==> config.mk <==
export PLATFORM = sky130hd
export DESIGN_NAME = jpeg_comment_marker_rewriter_unit
export DESIGN_NICKNAME = d
export VERILOG_FILES = /design/src/sv/jcmr_pkg.sv /design/src/sv/jpeg_comment_marker_rewriter_unit.sv /design/src/sv/jcmr_front.sv /design/src/sv/jcmr_cmd_fifo.sv /design/src/sv/jcmr_back.sv
export VERILOG_INCLUDE_DIRS = /design/src /design/src/sv
export SDC_FILE = /design/constraint.sdc
export NUM_CORES = 1
export LEC_CHECK = 0
export BUFFER_PORTS_ARGS = -buffer_cell sky130_fd_sc_hd__buf_2
export CAP_MARGIN = 10
export CORE_MARGIN = 2
export CORE_UTILIZATION = 61
export DETAILED_ROUTE_END_ITERATION = 8
export GPL_ROUTABILITY_DRIVEN = 0
export PLACE_DENSITY = 0.79
export SYNTH_ARGS = -nofsm -noshare
export SYNTH_HDL_FRONTEND = slang
export SYNTH_HIERARCHICAL = 1
export SYNTH_SLANG_ARGS = --single-unit
==> constraint.sdc <==
create_clock -name clk -period 7.8 [get_ports clk]
set_input_delay 0 -clock clk [delete_from_list [all_inputs] [get_ports clk]]
set_output_delay 0 -clock clk [all_outputs]
set_load 0.05 [all_outputs]
==> src/sv/assert_macros.svh <==
// ----------------------------------------------------------------------------
// assert_macros.svh
// shared assertion macros, sampled on clk and disabled while rst_n is low
// ----------------------------------------------------------------------------
`ifndef ASSERT_MACROS_SVH
`define ASSERT_MACROS_SVH

// same-cycle implication
`define ASSERT_IMPL(label, ante, cons, msg) \
    label: assert property (@(posedge clk) disable iff (!rst_n) (ante) |-> (cons)) \
        else $error(msg);

// next-cycle implication
`define ASSERT_NEXT(label, ante, cons, msg) \
    label: assert property (@(posedge clk) disable iff (!rst_n) (ante) |=> (cons)) \
        else $error(msg);

`endif

==> src/sv/jcmr_pkg.sv <==
// ----------------------------------------------------------------------------
// jcmr_pkg
// shared constants, types and helpers of the jpeg comment marker rewriter
// ----------------------------------------------------------------------------
package jcmr_pkg;

    localparam int COMMENT_DEPTH = 32;
    localparam int CNT_W  = $clog2(COMMENT_DEPTH + 1);
    localparam int ADDR_W = (COMMENT_DEPTH > 1) ? $clog2(COMMENT_DEPTH) : 1;
    localparam int POS_W  = $clog2(COMMENT_DEPTH + 7);

    // marker codes
    localparam logic [7:0] MK_FF  = 8'hFF;
    localparam logic [7:0] MK_SOI = 8'hD8;
    localparam logic [7:0] MK_EOI = 8'hD9;
    localparam logic [7:0] MK_SOS = 8'hDA;
    localparam logic [7:0] MK_COM = 8'hFE;
    localparam logic [7:0] MK_SOF_LO = 8'hC0;
    localparam logic [7:0] MK_SOF_HI = 8'hCF;
    localparam logic [7:0] MK_DHT = 8'hC4;
    localparam logic [7:0] MK_JPG = 8'hC8;
    localparam logic [7:0] MK_DAC = 8'hCC;

    // status codes
    localparam logic [2:0] ST_OK          = 3'd0;
    localparam logic [2:0] ST_GARBAGE     = 3'd1;
    localparam logic [2:0] ST_NOT_JPEG    = 3'd2;
    localparam logic [2:0] ST_PREMATURE   = 3'd3;
    localparam logic [2:0] ST_BAD_LENGTH  = 3'd4;
    localparam logic [2:0] ST_MARK_ORDER  = 3'd5;

    // one command per stream word, expanded by the back end
    typedef struct packed {
        logic [7:0]       byte_a;
        logic [7:0]       byte_b;
        logic [1:0]       nbytes;
        logic             insert;
        logic [CNT_W-1:0] cnt;
        logic             last;
        logic [2:0]       status;
    } cmd_t;

    // comment store write request
    typedef struct packed {
        logic              en;
        logic [ADDR_W-1:0] addr;
        logic [7:0]        data;
    } ld_t;

    // queue status
    typedef struct packed {
        logic full;
        logic empty;
    } q_stat_t;

    function automatic logic is_sof(input logic [7:0] m);
        logic r;
        r = (m >= MK_SOF_LO) && (m <= MK_SOF_HI) &&
            (m != MK_DHT) && (m != MK_JPG) && (m != MK_DAC);
        return r;
    endfunction

endpackage

==> src/sv/jpeg_comment_marker_rewriter_unit.sv <==
// path: a stream word passes through the command queue, the sequencer's command register and the output register
// throughput: one output word per cycle while out_ready is high and commands are queued; a stream word
//   gives one output word per byte, at least one; the comment insertion gives comment_count + 6 words
// comment loads are taken only once the back end has drained
// reset: rst_n async active low clears parser state, queue and output valid
// ----------------------------------------------------------------------------
// jpeg_comment_marker_rewriter_unit
// filters a jpeg byte stream: strips or keeps comment segments and inserts a
// new comment segment from the preloaded bytes, if any, before the first frame or end-of-image marker
// ----------------------------------------------------------------------------
`include "assert_macros.svh"

module jpeg_comment_marker_rewriter_unit
(
    input  logic       clk,
    input  logic       rst_n,
    // keep_comments register
    input  logic       cfg_wr_en,
    input  logic       cfg_wr_data,
    // input words
    input  logic       in_valid,
    output logic       in_ready,
    input  logic       operation,
    input  logic [7:0] data_byte,
    input  logic       last_byte,
    // output words
    output logic       out_valid,
    input  logic       out_ready,
    output logic [7:0] out_byte,
    output logic       byte_valid,
    output logic       run_end,
    output logic       file_done,
    output logic [2:0] status
);
    import jcmr_pkg::*;

    // front end to queue
    logic    push;
    cmd_t    push_cmd;
    // queue to back end
    cmd_t    head;
    q_stat_t q_stat;
    logic    pop;
    // comment store writes go straight to the back end, which owns the memory
    ld_t     ld;
    logic    back_busy;

    // parser: classifies each stream word into a short command
    jcmr_front u_front
    (
        .clk         (clk),
        .rst_n       (rst_n),
        .cfg_wr_en   (cfg_wr_en),
        .cfg_wr_data (cfg_wr_data),
        .in_valid    (in_valid),
        .in_ready    (in_ready),
        .operation   (operation),
        .data_byte   (data_byte),
        .last_byte   (last_byte),
        .q_stat      (q_stat),
        .back_busy   (back_busy),
        .push        (push),
        .push_cmd    (push_cmd),
        .ld          (ld)
    );

    // decouples the parser from output back-pressure
    jcmr_cmd_fifo u_fifo
    (
        .clk      (clk),
        .rst_n    (rst_n),
        .push     (push),
        .push_cmd (push_cmd),
        .pop      (pop),
        .head     (head),
        .q_stat   (q_stat)
    );

    // sequencer: one output word per cycle while out_ready is high, plays out the comment burst
    jcmr_back u_back
    (
        .clk        (clk),
        .rst_n      (rst_n),
        .ld         (ld),
        .head       (head),
        .q_empty    (q_stat.empty),
        .pop        (pop),
        .busy       (back_busy),
        .out_valid  (out_valid),
        .out_ready  (out_ready),
        .out_byte   (out_byte),
        .byte_valid (byte_valid),
        .run_end    (run_end),
        .file_done  (file_done),
        .status     (status)
    );

    // comment writes only happen while nothing is queued or playing out
    `ASSERT_IMPL(a_load_idle, ld.en, q_stat.empty && !back_busy, "comment write while busy")
    // the queue is never pushed when full nor popped when empty
    `ASSERT_IMPL(a_queue_ok, (push && q_stat.full) || (pop && q_stat.empty), 1'b0, "queue misuse")
    // status-only words carry a zero byte
    `ASSERT_IMPL(a_zero_byte, out_valid && !byte_valid, out_byte == 8'h00, "status word not zero")
    // a popped command keeps the back end busy in the next cycle
    `ASSERT_NEXT(a_pop_busy, pop, back_busy, "popped command lost")

endmodule

==> src/sv/jcmr_front.sv <==
// ----------------------------------------------------------------------------
// jcmr_front
// accepts words, parses the header markers and issues one command per stream word
// ----------------------------------------------------------------------------
module jcmr_front
(
    input  logic            clk,
    input  logic            rst_n,
    input  logic            cfg_wr_en,
    input  logic            cfg_wr_data,
    input  logic            in_valid,
    output logic            in_ready,
    input  logic            operation,
    input  logic [7:0]      data_byte,
    input  logic            last_byte,
    input  jcmr_pkg::q_stat_t q_stat,
    input  logic            back_busy,
    output logic            push,
    output jcmr_pkg::cmd_t  push_cmd,
    output jcmr_pkg::ld_t   ld
);
    import jcmr_pkg::*;

    typedef enum logic [8:0] {
        PH_START0 = 9'b000000001,
        PH_START1 = 9'b000000010,
        PH_HALTED = 9'b000000100,
        PH_SEEK   = 9'b000001000,
        PH_MARKER = 9'b000010000,
        PH_LEN_HI = 9'b000100000,
        PH_LEN_LO = 9'b001000000,
        PH_BODY   = 9'b010000000,
        PH_PASS   = 9'b100000000
    } phase_t;

    phase_t           phase_reg, phase_next;
    logic             keep_reg;
    logic             garbage_reg, garbage_next;
    logic [15:0]      left_reg, left_next;
    logic [7:0]       len_hi_reg, len_hi_next;
    logic             copy_reg, copy_next;
    logic [CNT_W-1:0] count_reg, count_next;
    logic [2:0]       err_reg, err_next;
    logic             accept;
    logic             load_acc;
    logic             strm_acc;
    logic [15:0]      seg_len;
    cmd_t             cmd;

    // loads wait until the back end has drained, so a burst never sees a rewrite
    assign in_ready = operation ? (q_stat.empty && !back_busy) : !q_stat.full;
    assign accept   = in_valid && in_ready;
    assign load_acc = accept && operation;
    assign strm_acc = accept && !operation;
    assign seg_len  = {len_hi_reg, data_byte};

    always_comb
    begin
        phase_next  = phase_reg;
        garbage_next = garbage_reg;
        left_next   = left_reg;
        len_hi_next = len_hi_reg;
        copy_next   = copy_reg;
        count_next  = count_reg;
        err_next    = err_reg;
        cmd.byte_a  = 8'h00;
        cmd.byte_b  = 8'h00;
        cmd.nbytes  = 2'd0;
        cmd.insert  = 1'b0;
        cmd.cnt     = count_reg;
        cmd.last    = last_byte;

        unique case (phase_reg)
            PH_START0:
            begin
                if (data_byte == MK_FF)
                begin
                    phase_next = PH_START1;
                end
                else
                begin
                    err_next   = ST_NOT_JPEG;
                    phase_next = PH_HALTED;
                end
            end
            PH_START1:
            begin
                if (data_byte == MK_SOI)
                begin
                    cmd.byte_a = MK_FF;
                    cmd.byte_b = MK_SOI;
                    cmd.nbytes = 2'd2;
                    phase_next = PH_SEEK;
                end
                else
                begin
                    err_next   = ST_NOT_JPEG;
                    phase_next = PH_HALTED;
                end
            end
            PH_HALTED:
            begin
                phase_next = PH_HALTED;
            end
            PH_SEEK:
            begin
                if (data_byte == MK_FF)
                    phase_next = PH_MARKER;
                else
                    garbage_next = 1'b1;
            end
            PH_MARKER:
            begin
                if (data_byte != MK_FF)
                begin
                    if (garbage_reg)
                    begin
                        err_next     = ST_GARBAGE;
                        garbage_next = 1'b0;
                    end
                    priority if (is_sof(data_byte) || data_byte == MK_EOI)
                    begin
                        cmd.insert = (count_reg != '0);
                        cmd.byte_a = MK_FF;
                        cmd.byte_b = data_byte;
                        cmd.nbytes = 2'd2;
                        phase_next = PH_PASS;
                    end
                    else if (data_byte == MK_SOS)
                    begin
                        err_next   = ST_MARK_ORDER;
                        phase_next = PH_SEEK;
                    end
                    else
                    begin
                        copy_next = (data_byte != MK_COM) || keep_reg;
                        if (copy_next)
                        begin
                            cmd.byte_a = MK_FF;
                            cmd.byte_b = data_byte;
                            cmd.nbytes = 2'd2;
                        end
                        phase_next = PH_LEN_HI;
                    end
                end
            end
            PH_LEN_HI:
            begin
                len_hi_next = data_byte;
                if (copy_reg)
                begin
                    cmd.byte_a = data_byte;
                    cmd.nbytes = 2'd1;
                end
                phase_next = PH_LEN_LO;
            end
            PH_LEN_LO:
            begin
                if (copy_reg)
                begin
                    cmd.byte_a = data_byte;
                    cmd.nbytes = 2'd1;
                end
                if (seg_len < 16'd2)
                begin
                    // too short: treated as a bare length field
                    err_next   = ST_BAD_LENGTH;
                    left_next  = 16'd0;
                    phase_next = PH_SEEK;
                end
                else
                begin
                    left_next  = seg_len - 16'd2;
                    phase_next = (seg_len == 16'd2) ? PH_SEEK : PH_BODY;
                end
            end
            PH_BODY:
            begin
                if (copy_reg)
                begin
                    cmd.byte_a = data_byte;
                    cmd.nbytes = 2'd1;
                end
                left_next = left_reg - 16'd1;
                if (left_reg == 16'd1)
                    phase_next = PH_SEEK;
            end
            PH_PASS:
            begin
                cmd.byte_a = data_byte;
                cmd.nbytes = 2'd1;
            end
            default:
            begin
                phase_next = PH_START0;
            end
        endcase

        // end of file before pass-through
        if (last_byte)
        begin
            if (phase_next == PH_START0 || phase_next == PH_START1)
                err_next = ST_NOT_JPEG;
            else if (phase_next != PH_HALTED && phase_next != PH_PASS)
                err_next = ST_PREMATURE;
        end
        cmd.status = err_next;
    end

    assign push     = strm_acc;
    assign push_cmd = cmd;

    assign ld.en   = load_acc && (count_reg < CNT_W'(COMMENT_DEPTH));
    assign ld.addr = count_reg[ADDR_W-1:0];
    assign ld.data = data_byte;

    always_ff @(posedge clk or negedge rst_n)
    begin
        if (!rst_n)
        begin
            keep_reg    <= 1'b0;
            phase_reg   <= PH_START0;
            garbage_reg <= 1'b0;
            left_reg    <= 16'd0;
            len_hi_reg  <= 8'd0;
            copy_reg    <= 1'b0;
            count_reg   <= '0;
            err_reg     <= ST_OK;
        end
        else
        begin
            if (cfg_wr_en)
                keep_reg <= cfg_wr_data;
            if (ld.en)
                count_reg <= count_reg + CNT_W'(1);
            if (strm_acc)
            begin
                if (last_byte)
                begin
                    // per-file state back to reset, keep flag stays
                    phase_reg   <= PH_START0;
                    garbage_reg <= 1'b0;
                    left_reg    <= 16'd0;
                    len_hi_reg  <= 8'd0;
                    copy_reg    <= 1'b0;
                    count_reg   <= '0;
                    err_reg     <= ST_OK;
                end
                else
                begin
                    phase_reg   <= phase_next;
                    garbage_reg <= garbage_next;
                    left_reg    <= left_next;
                    len_hi_reg  <= len_hi_next;
                    copy_reg    <= copy_next;
                    count_reg   <= count_next;
                    err_reg     <= err_next;
                end
            end
        end
    end

endmodule

==> src/sv/jcmr_cmd_fifo.sv <==
// ----------------------------------------------------------------------------
// jcmr_cmd_fifo
// two-entry command queue between front and back end
// ----------------------------------------------------------------------------
module jcmr_cmd_fifo
(
    input  logic              clk,
    input  logic              rst_n,
    input  logic              push,
    input  jcmr_pkg::cmd_t    push_cmd,
    input  logic              pop,
    output jcmr_pkg::cmd_t    head,
    output jcmr_pkg::q_stat_t q_stat
);
    import jcmr_pkg::*;

    cmd_t       slot_reg [2];
    logic       wr_ptr_reg;
    logic       rd_ptr_reg;
    logic [1:0] fill_reg;

    assign head         = slot_reg[rd_ptr_reg];
    assign q_stat.full  = (fill_reg == 2'd2);
    assign q_stat.empty = (fill_reg == 2'd0);

    always_ff @(posedge clk)
    begin
        if (push)
            slot_reg[wr_ptr_reg] <= push_cmd;
    end

    always_ff @(posedge clk or negedge rst_n)
    begin
        if (!rst_n)
        begin
            wr_ptr_reg <= 1'b0;
            rd_ptr_reg <= 1'b0;
            fill_reg   <= 2'd0;
        end
        else
        begin
            if (push)
                wr_ptr_reg <= !wr_ptr_reg;
            if (pop)
                rd_ptr_reg <= !rd_ptr_reg;
            if (push && !pop)
                fill_reg <= fill_reg + 2'd1;
            else if (pop && !push)
                fill_reg <= fill_reg - 2'd1;
        end
    end

endmodule

==> src/sv/jcmr_back.sv <==
// ----------------------------------------------------------------------------
// jcmr_back
// expands commands into output words, owns the comment store
// ----------------------------------------------------------------------------
module jcmr_back
(
    input  logic           clk,
    input  logic           rst_n,
    input  jcmr_pkg::ld_t  ld,
    input  jcmr_pkg::cmd_t head,
    input  logic           q_empty,
    output logic           pop,
    output logic           busy,
    output logic           out_valid,
    input  logic           out_ready,
    output logic [7:0]     out_byte,
    output logic           byte_valid,
    output logic           run_end,
    output logic           file_done,
    output logic [2:0]     status
);
    import jcmr_pkg::*;

    logic [7:0]       mem [COMMENT_DEPTH];
    logic [7:0]       rd_data_reg;
    cmd_t             cur_reg;
    logic             act_reg;
    logic [POS_W-1:0] pos_reg, pos_next;
    logic [POS_W-1:0] total;
    logic [POS_W-1:0] rd_idx;
    logic [15:0]      com_len;
    logic             fire;
    logic             at_last;
    logic [7:0]       word;
    logic             word_valid;
    logic             out_valid_reg;
    logic [7:0]       out_byte_reg;
    logic             byte_valid_reg;
    logic             run_end_reg;
    logic             file_done_reg;
    logic [2:0]       status_reg;

    assign com_len = 16'(cur_reg.cnt) + 16'd2;

    always_comb
    begin
        if (cur_reg.insert)
            total = POS_W'(cur_reg.cnt) + POS_W'(6);
        else if (cur_reg.nbytes == 2'd0)
            total = POS_W'(1);
        else
            total = POS_W'(cur_reg.nbytes);
    end

    assign at_last = (pos_reg == total - POS_W'(1));
    assign fire    = act_reg && (!out_valid_reg || out_ready);
    assign pop     = (!act_reg || (fire && at_last)) && !q_empty;
    assign busy    = act_reg;

    always_comb
    begin
        word_valid = cur_reg.insert || (cur_reg.nbytes != 2'd0);
        priority if (!word_valid)
            word = 8'h00;
        else if (!cur_reg.insert)
            word = (pos_reg == '0) ? cur_reg.byte_a : cur_reg.byte_b;
        else if (pos_reg == POS_W'(0))
            word = MK_FF;
        else if (pos_reg == POS_W'(1))
            word = MK_COM;
        else if (pos_reg == POS_W'(2))
            word = com_len[15:8];
        else if (pos_reg == POS_W'(3))
            word = com_len[7:0];
        else if (pos_reg < POS_W'(cur_reg.cnt) + POS_W'(4))
            word = rd_data_reg;
        else if (pos_reg == POS_W'(cur_reg.cnt) + POS_W'(4))
            word = cur_reg.byte_a;
        else
            word = cur_reg.byte_b;
    end

    always_comb
    begin
        if (pop)
            pos_next = '0;
        else if (fire)
            pos_next = pos_reg + POS_W'(1);
        else
            pos_next = pos_reg;
    end

    // read one position ahead so the data lines up with pos_reg
    assign rd_idx = pos_next - POS_W'(4);

    always_ff @(posedge clk)
    begin
        if (ld.en)
            mem[ld.addr] <= ld.data;
        if (rd_idx < POS_W'(COMMENT_DEPTH))
            rd_data_reg <= mem[rd_idx[ADDR_W-1:0]];
        if (pop)
            cur_reg <= head;
        if (fire)
        begin
            out_byte_reg   <= word;
            byte_valid_reg <= word_valid;
            run_end_reg    <= at_last;
            file_done_reg  <= cur_reg.last;
            status_reg     <= cur_reg.status;
        end
    end

    always_ff @(posedge clk or negedge rst_n)
    begin
        if (!rst_n)
        begin
            act_reg       <= 1'b0;
            pos_reg       <= '0;
            out_valid_reg <= 1'b0;
        end
        else
        begin
            pos_reg <= pos_next;
            if (pop)
                act_reg <= 1'b1;
            else if (fire && at_last)
                act_reg <= 1'b0;
            if (fire)
                out_valid_reg <= 1'b1;
            else if (out_ready)
                out_valid_reg <= 1'b0;
        end
    end

    assign out_valid  = out_valid_reg;
    assign out_byte   = out_byte_reg;
    assign byte_valid = byte_valid_reg;
    assign run_end    = run_end_reg;
    assign file_done  = file_done_reg;
    assign status     = status_reg;

endmodule
==> impl_metrics.py <==
metrics = {
    "outcome": {
        "outcome": "finished clean",
    },
    "critical_path": {
        "start_kind": "flip-flop",
        "cp.arrival_ns": 5.84,
        "crit_chain": "or3b_1, nand2_1, ha_1, xnor2_1, a31o_1, a211o_1, a2111oi_0, a31oi_1, inv_1, buf_4, nor2_1, inv_1, ha_1, inv_1, a2111oi_0, o32a_1",
        "rr_endpoint": "u_back/rd_data_reg[4]",
        "reg2regPathDepth": 16,
        "crit_top_cell": "inv_1",
        "cp_data_required_time_ns": 8.20,
        "critPathMaxStageDelay_ns": 0.67,
        "crit_fanout": 33,
        "crit_type": "flip-flop to flip-flop",
        "cp_slowest_cell": "a2111oi_0",
        "reg2reg_from": "u_back/cur_reg[10]",
        "worst_setup_path_end_kind": "flip-flop",
        "r2r_slack_ns": 2.37,
    },
    "power": {
        "max-vdd-ir-drop_v": 0.000202,
        "leakagePower_nw": 7.40,
        "powerDensity_mw_per_mm2": 354,
    },
    "floorplanning": {
        "die_area_mm2": 0.0334,
        "die_h_um": 183,
        "rows": 65,
        "start_util": 0.619,
        "core_mm2": 0.0315,
        "die_w_um": 183,
        "io_pins": 32,
    },
    "synthesis": {
        "synthFlopType": "edfxtp_1",
        "synth-seq-area-share": 0.636,
        "ys_warn_count": 6,
        "syn_avg_cell_area_um2": 13.1,
        "ys_types": 89,
        "synth-simple-area-share": 0.112,
        "yosys-mux-area-fraction": 0.0389,
        "synth_xor_area_frac": 0.0211,
        "synthArstFlopShare": 0.135,
        "synthesis.area_mm2": 0.0195,
        "synth_edf_count": 365,
        "synth_seq_cells": 422,
        "synth_top_family_by_area": "compound AO/OA/AOI/OAI gates",
        "synth_fp_nets": 1523,
        "syn_inst": 1484,
        "synth_compound_area_frac": 0.142,
        "synth_fa_ha_area_frac": 0.0148,
    },
    "drt": {
        "vias_per_cell": 6.85,
        "drc": 0,
        "routed_wl_um": 47300,
        "ant_nets": 0,
        "drt_iter0_markers": 1794,
        "num_vias": 13110,
        "drt_pass1_iterations": 6,
        "wire_per_inst_um": 24.7,
    },
    "cts": {
        "ctsResizeCount": 0,
        "cts_buffers": 41,
        "htree_levels": 2,
        "cts_buffer_depth": 3,
        "tritoncts": "done",
        "clkLatencyLatePin_ns": 0.54,
        "holdBufCountCts": 5,
        "post_cts_buffers": 0,
        "path_clk_slew_ns": 0.06,
        "clock-sinks": 422,
        "cts-root-buf": "clkbuf_16",
    },
    "finish": {
        "mostFrequentLayoutCell": "edfxtp_1",
        "mostFrequentLayoutCells": "365 x edfxtp_1, 141 x nor2_1, 80 x nand2_1",
        "layoutNonFillerInstCount": 1915,
        "largest_reg_flops": 256,
        "drive_gt1_frac": 0.125,
        "area_growth_pct": 8.56,
        "nNetsFinal": 1519,
    },
    "timing": {
        "grt_setup_unrepaired": "no",
        "slew_viol_final": 0,
        "timing.slew.headroom": 0.234,
        "skew_ns": 0.0163,
        "final.setup.tns_ns": 0,
        "min_period_ns": 5.43,
        "worstMarginPinSlew_ns": 1.14,
        "hold_viol_final": 0,
        "final-setup-viol-count": 0,
        "max_clock_freq_ghz": 0.184,
        "finalCritPeriodShare": 0.697,
    },
    "min_path": {
        "min_path_type": "primary input to flip-flop",
        "whs_path_depth": 2,
        "hold_start": "data_byte[3]",
        "min_to": "u_back/mem[20][3]",
    },
    "global_route": {
        "grt_pass1_wl_um": 72600,
        "grt_max_degree": 66,
        "grt_pass1_vias": 12256,
        "gr-usage-all-layers": 0.285,
        "gr-total-overflow": 0,
        "antenna_found_initial": 0,
    },
    "place": {
        "dp_cells": 1834,
        "port_buffers": 31,
        "hpwl_um": 29500,
    },
    "run": {
        "drv_cap": 0,
    },
}
==> layout make-up <==
cell class                      count  area (µm²)
Timing Repair Buffer               57         363
Multi-Input combinational cell    922        6430
Fill cell                        2103       10300
Tap cell                          402         503
Inverter                           36         135
Clock buffer                       51        1120
Sequential cell                   422       12400
Antenna cell                        1        2.50
Clock inverter                     24         200
==> worst max-delay path: cells and delay by family, from the launching register on <==
family | cells | cell delay [ns]
AOI/OAI and AO/OA | 6 | 2.11
xor gates and xnor gates | 1 | 0.13
adders and majority gates | 2 | 0.79
buffers and inverters | 4 | 0.92
DFF | 1 | 0.64
and+or+nand+nor | 3 | 0.72
==> per-layer routing <==
layer / part of all wire / track usage / up-vias
met3: 0.11 / 0.0603 / 135
li1: - / - / 5746
met4: 0.040 / 0.116 / 0
met5: 0 / 0 / -
met1: 0.40 / 0.406 / 6397
met2: 0.46 / 0.432 / 832
==> how the worst max path moves through the flow <==
stage / slack [ns] / cells past startpoint / startpoint / endpoint
finish: 2.37 / 16 / u_back/cur_reg[10] / u_back/rd_data_reg[4]
global placement: 2.77 / 17 / u_back/cur_reg[10] / u_back/rd_data_reg[1]
global route: 1.95 / 16 / u_back/cur_reg[10] / u_back/rd_data_reg[5]
CTS: 2.53 / 16 / u_back/cur_reg[10] / u_back/rd_data_reg[4]
floorplan: 2.96 / 19 / u_back/cur_reg[10] / u_back/rd_data_reg[1]
detailed placement: 2.61 / 16 / u_back/cur_reg[10] / u_back/rd_data_reg[3]
==> power breakdown <==
part / switching, mW / internal, mW / leakage [nW] / total [mW]
registers: 0.177 / 2.68 / 4.07 / 2.86
clock network: 0.804 / 1.12 / 0.644 / 1.92
logic: 1.74 / 0.964 / 2.68 / 2.71
total: 2.72 / 4.76 / 7.40 / 7.48
==> logic make-up after synthesis <==
family,Yosys count
buffers and inverters,140
xor gates and xnor gates,47
muxes,60
and+or+nand+nor,424
adders and majority gates,23
AOI/OAI and AO/OA,368
DFF,422
==> synth_stat cells (13+ instances only) <==
cell type  number  area (µm²)
edfxtp_1      365       11000
nor2_1        142         533
nand2_1        80         300
clkbuf_1       60         225
o21ai_0        57         285
dfrtp_1        56        1400
o32a_1         55         551
a211oi_1       46         345
a21oi_1        43         215
and3_1         39         244
inv_1          35         131
mux2_4         29         435
nor3_1         27         135
xnor2_1        25         219
ha_1           23         288
xor2_1         22         193
mux2i_1        21         210
nand3_1        20         100
nor4_1         19         119
a2111oi_0      17         149
a22o_1         17         149
buf_2          16        80.1
and2_1         15        93.8
o22ai_1        15        93.8
buf_4          14         105
a21boi_0       13        97.6
==> per-stage QoR <==
| stage | hold WS (ns) | setup WS, ns | util | power, mW | area [µm²] |
|---|---|---|---|---|---|
| CTS | 0.0848 | 2.53 | 0.672 | 7.41 | 21100 |
| detailed placement | 0.215 | 2.61 | 0.628 | 5.49 | 19800 |
| global route | 0.102 | 1.95 | 0.672 | 7.77 | 21100 |
| floorplan | -0.296 | 2.96 | - | 4.74 | 19500 |
| finish | 0.102 | 2.37 | 0.672 | 7.48 | 21100 |
| global placement | 0.209 | 2.77 | 0.628 | 5.42 | 19800 |
No activity file was read; power rests on OpenSTA's default activity.
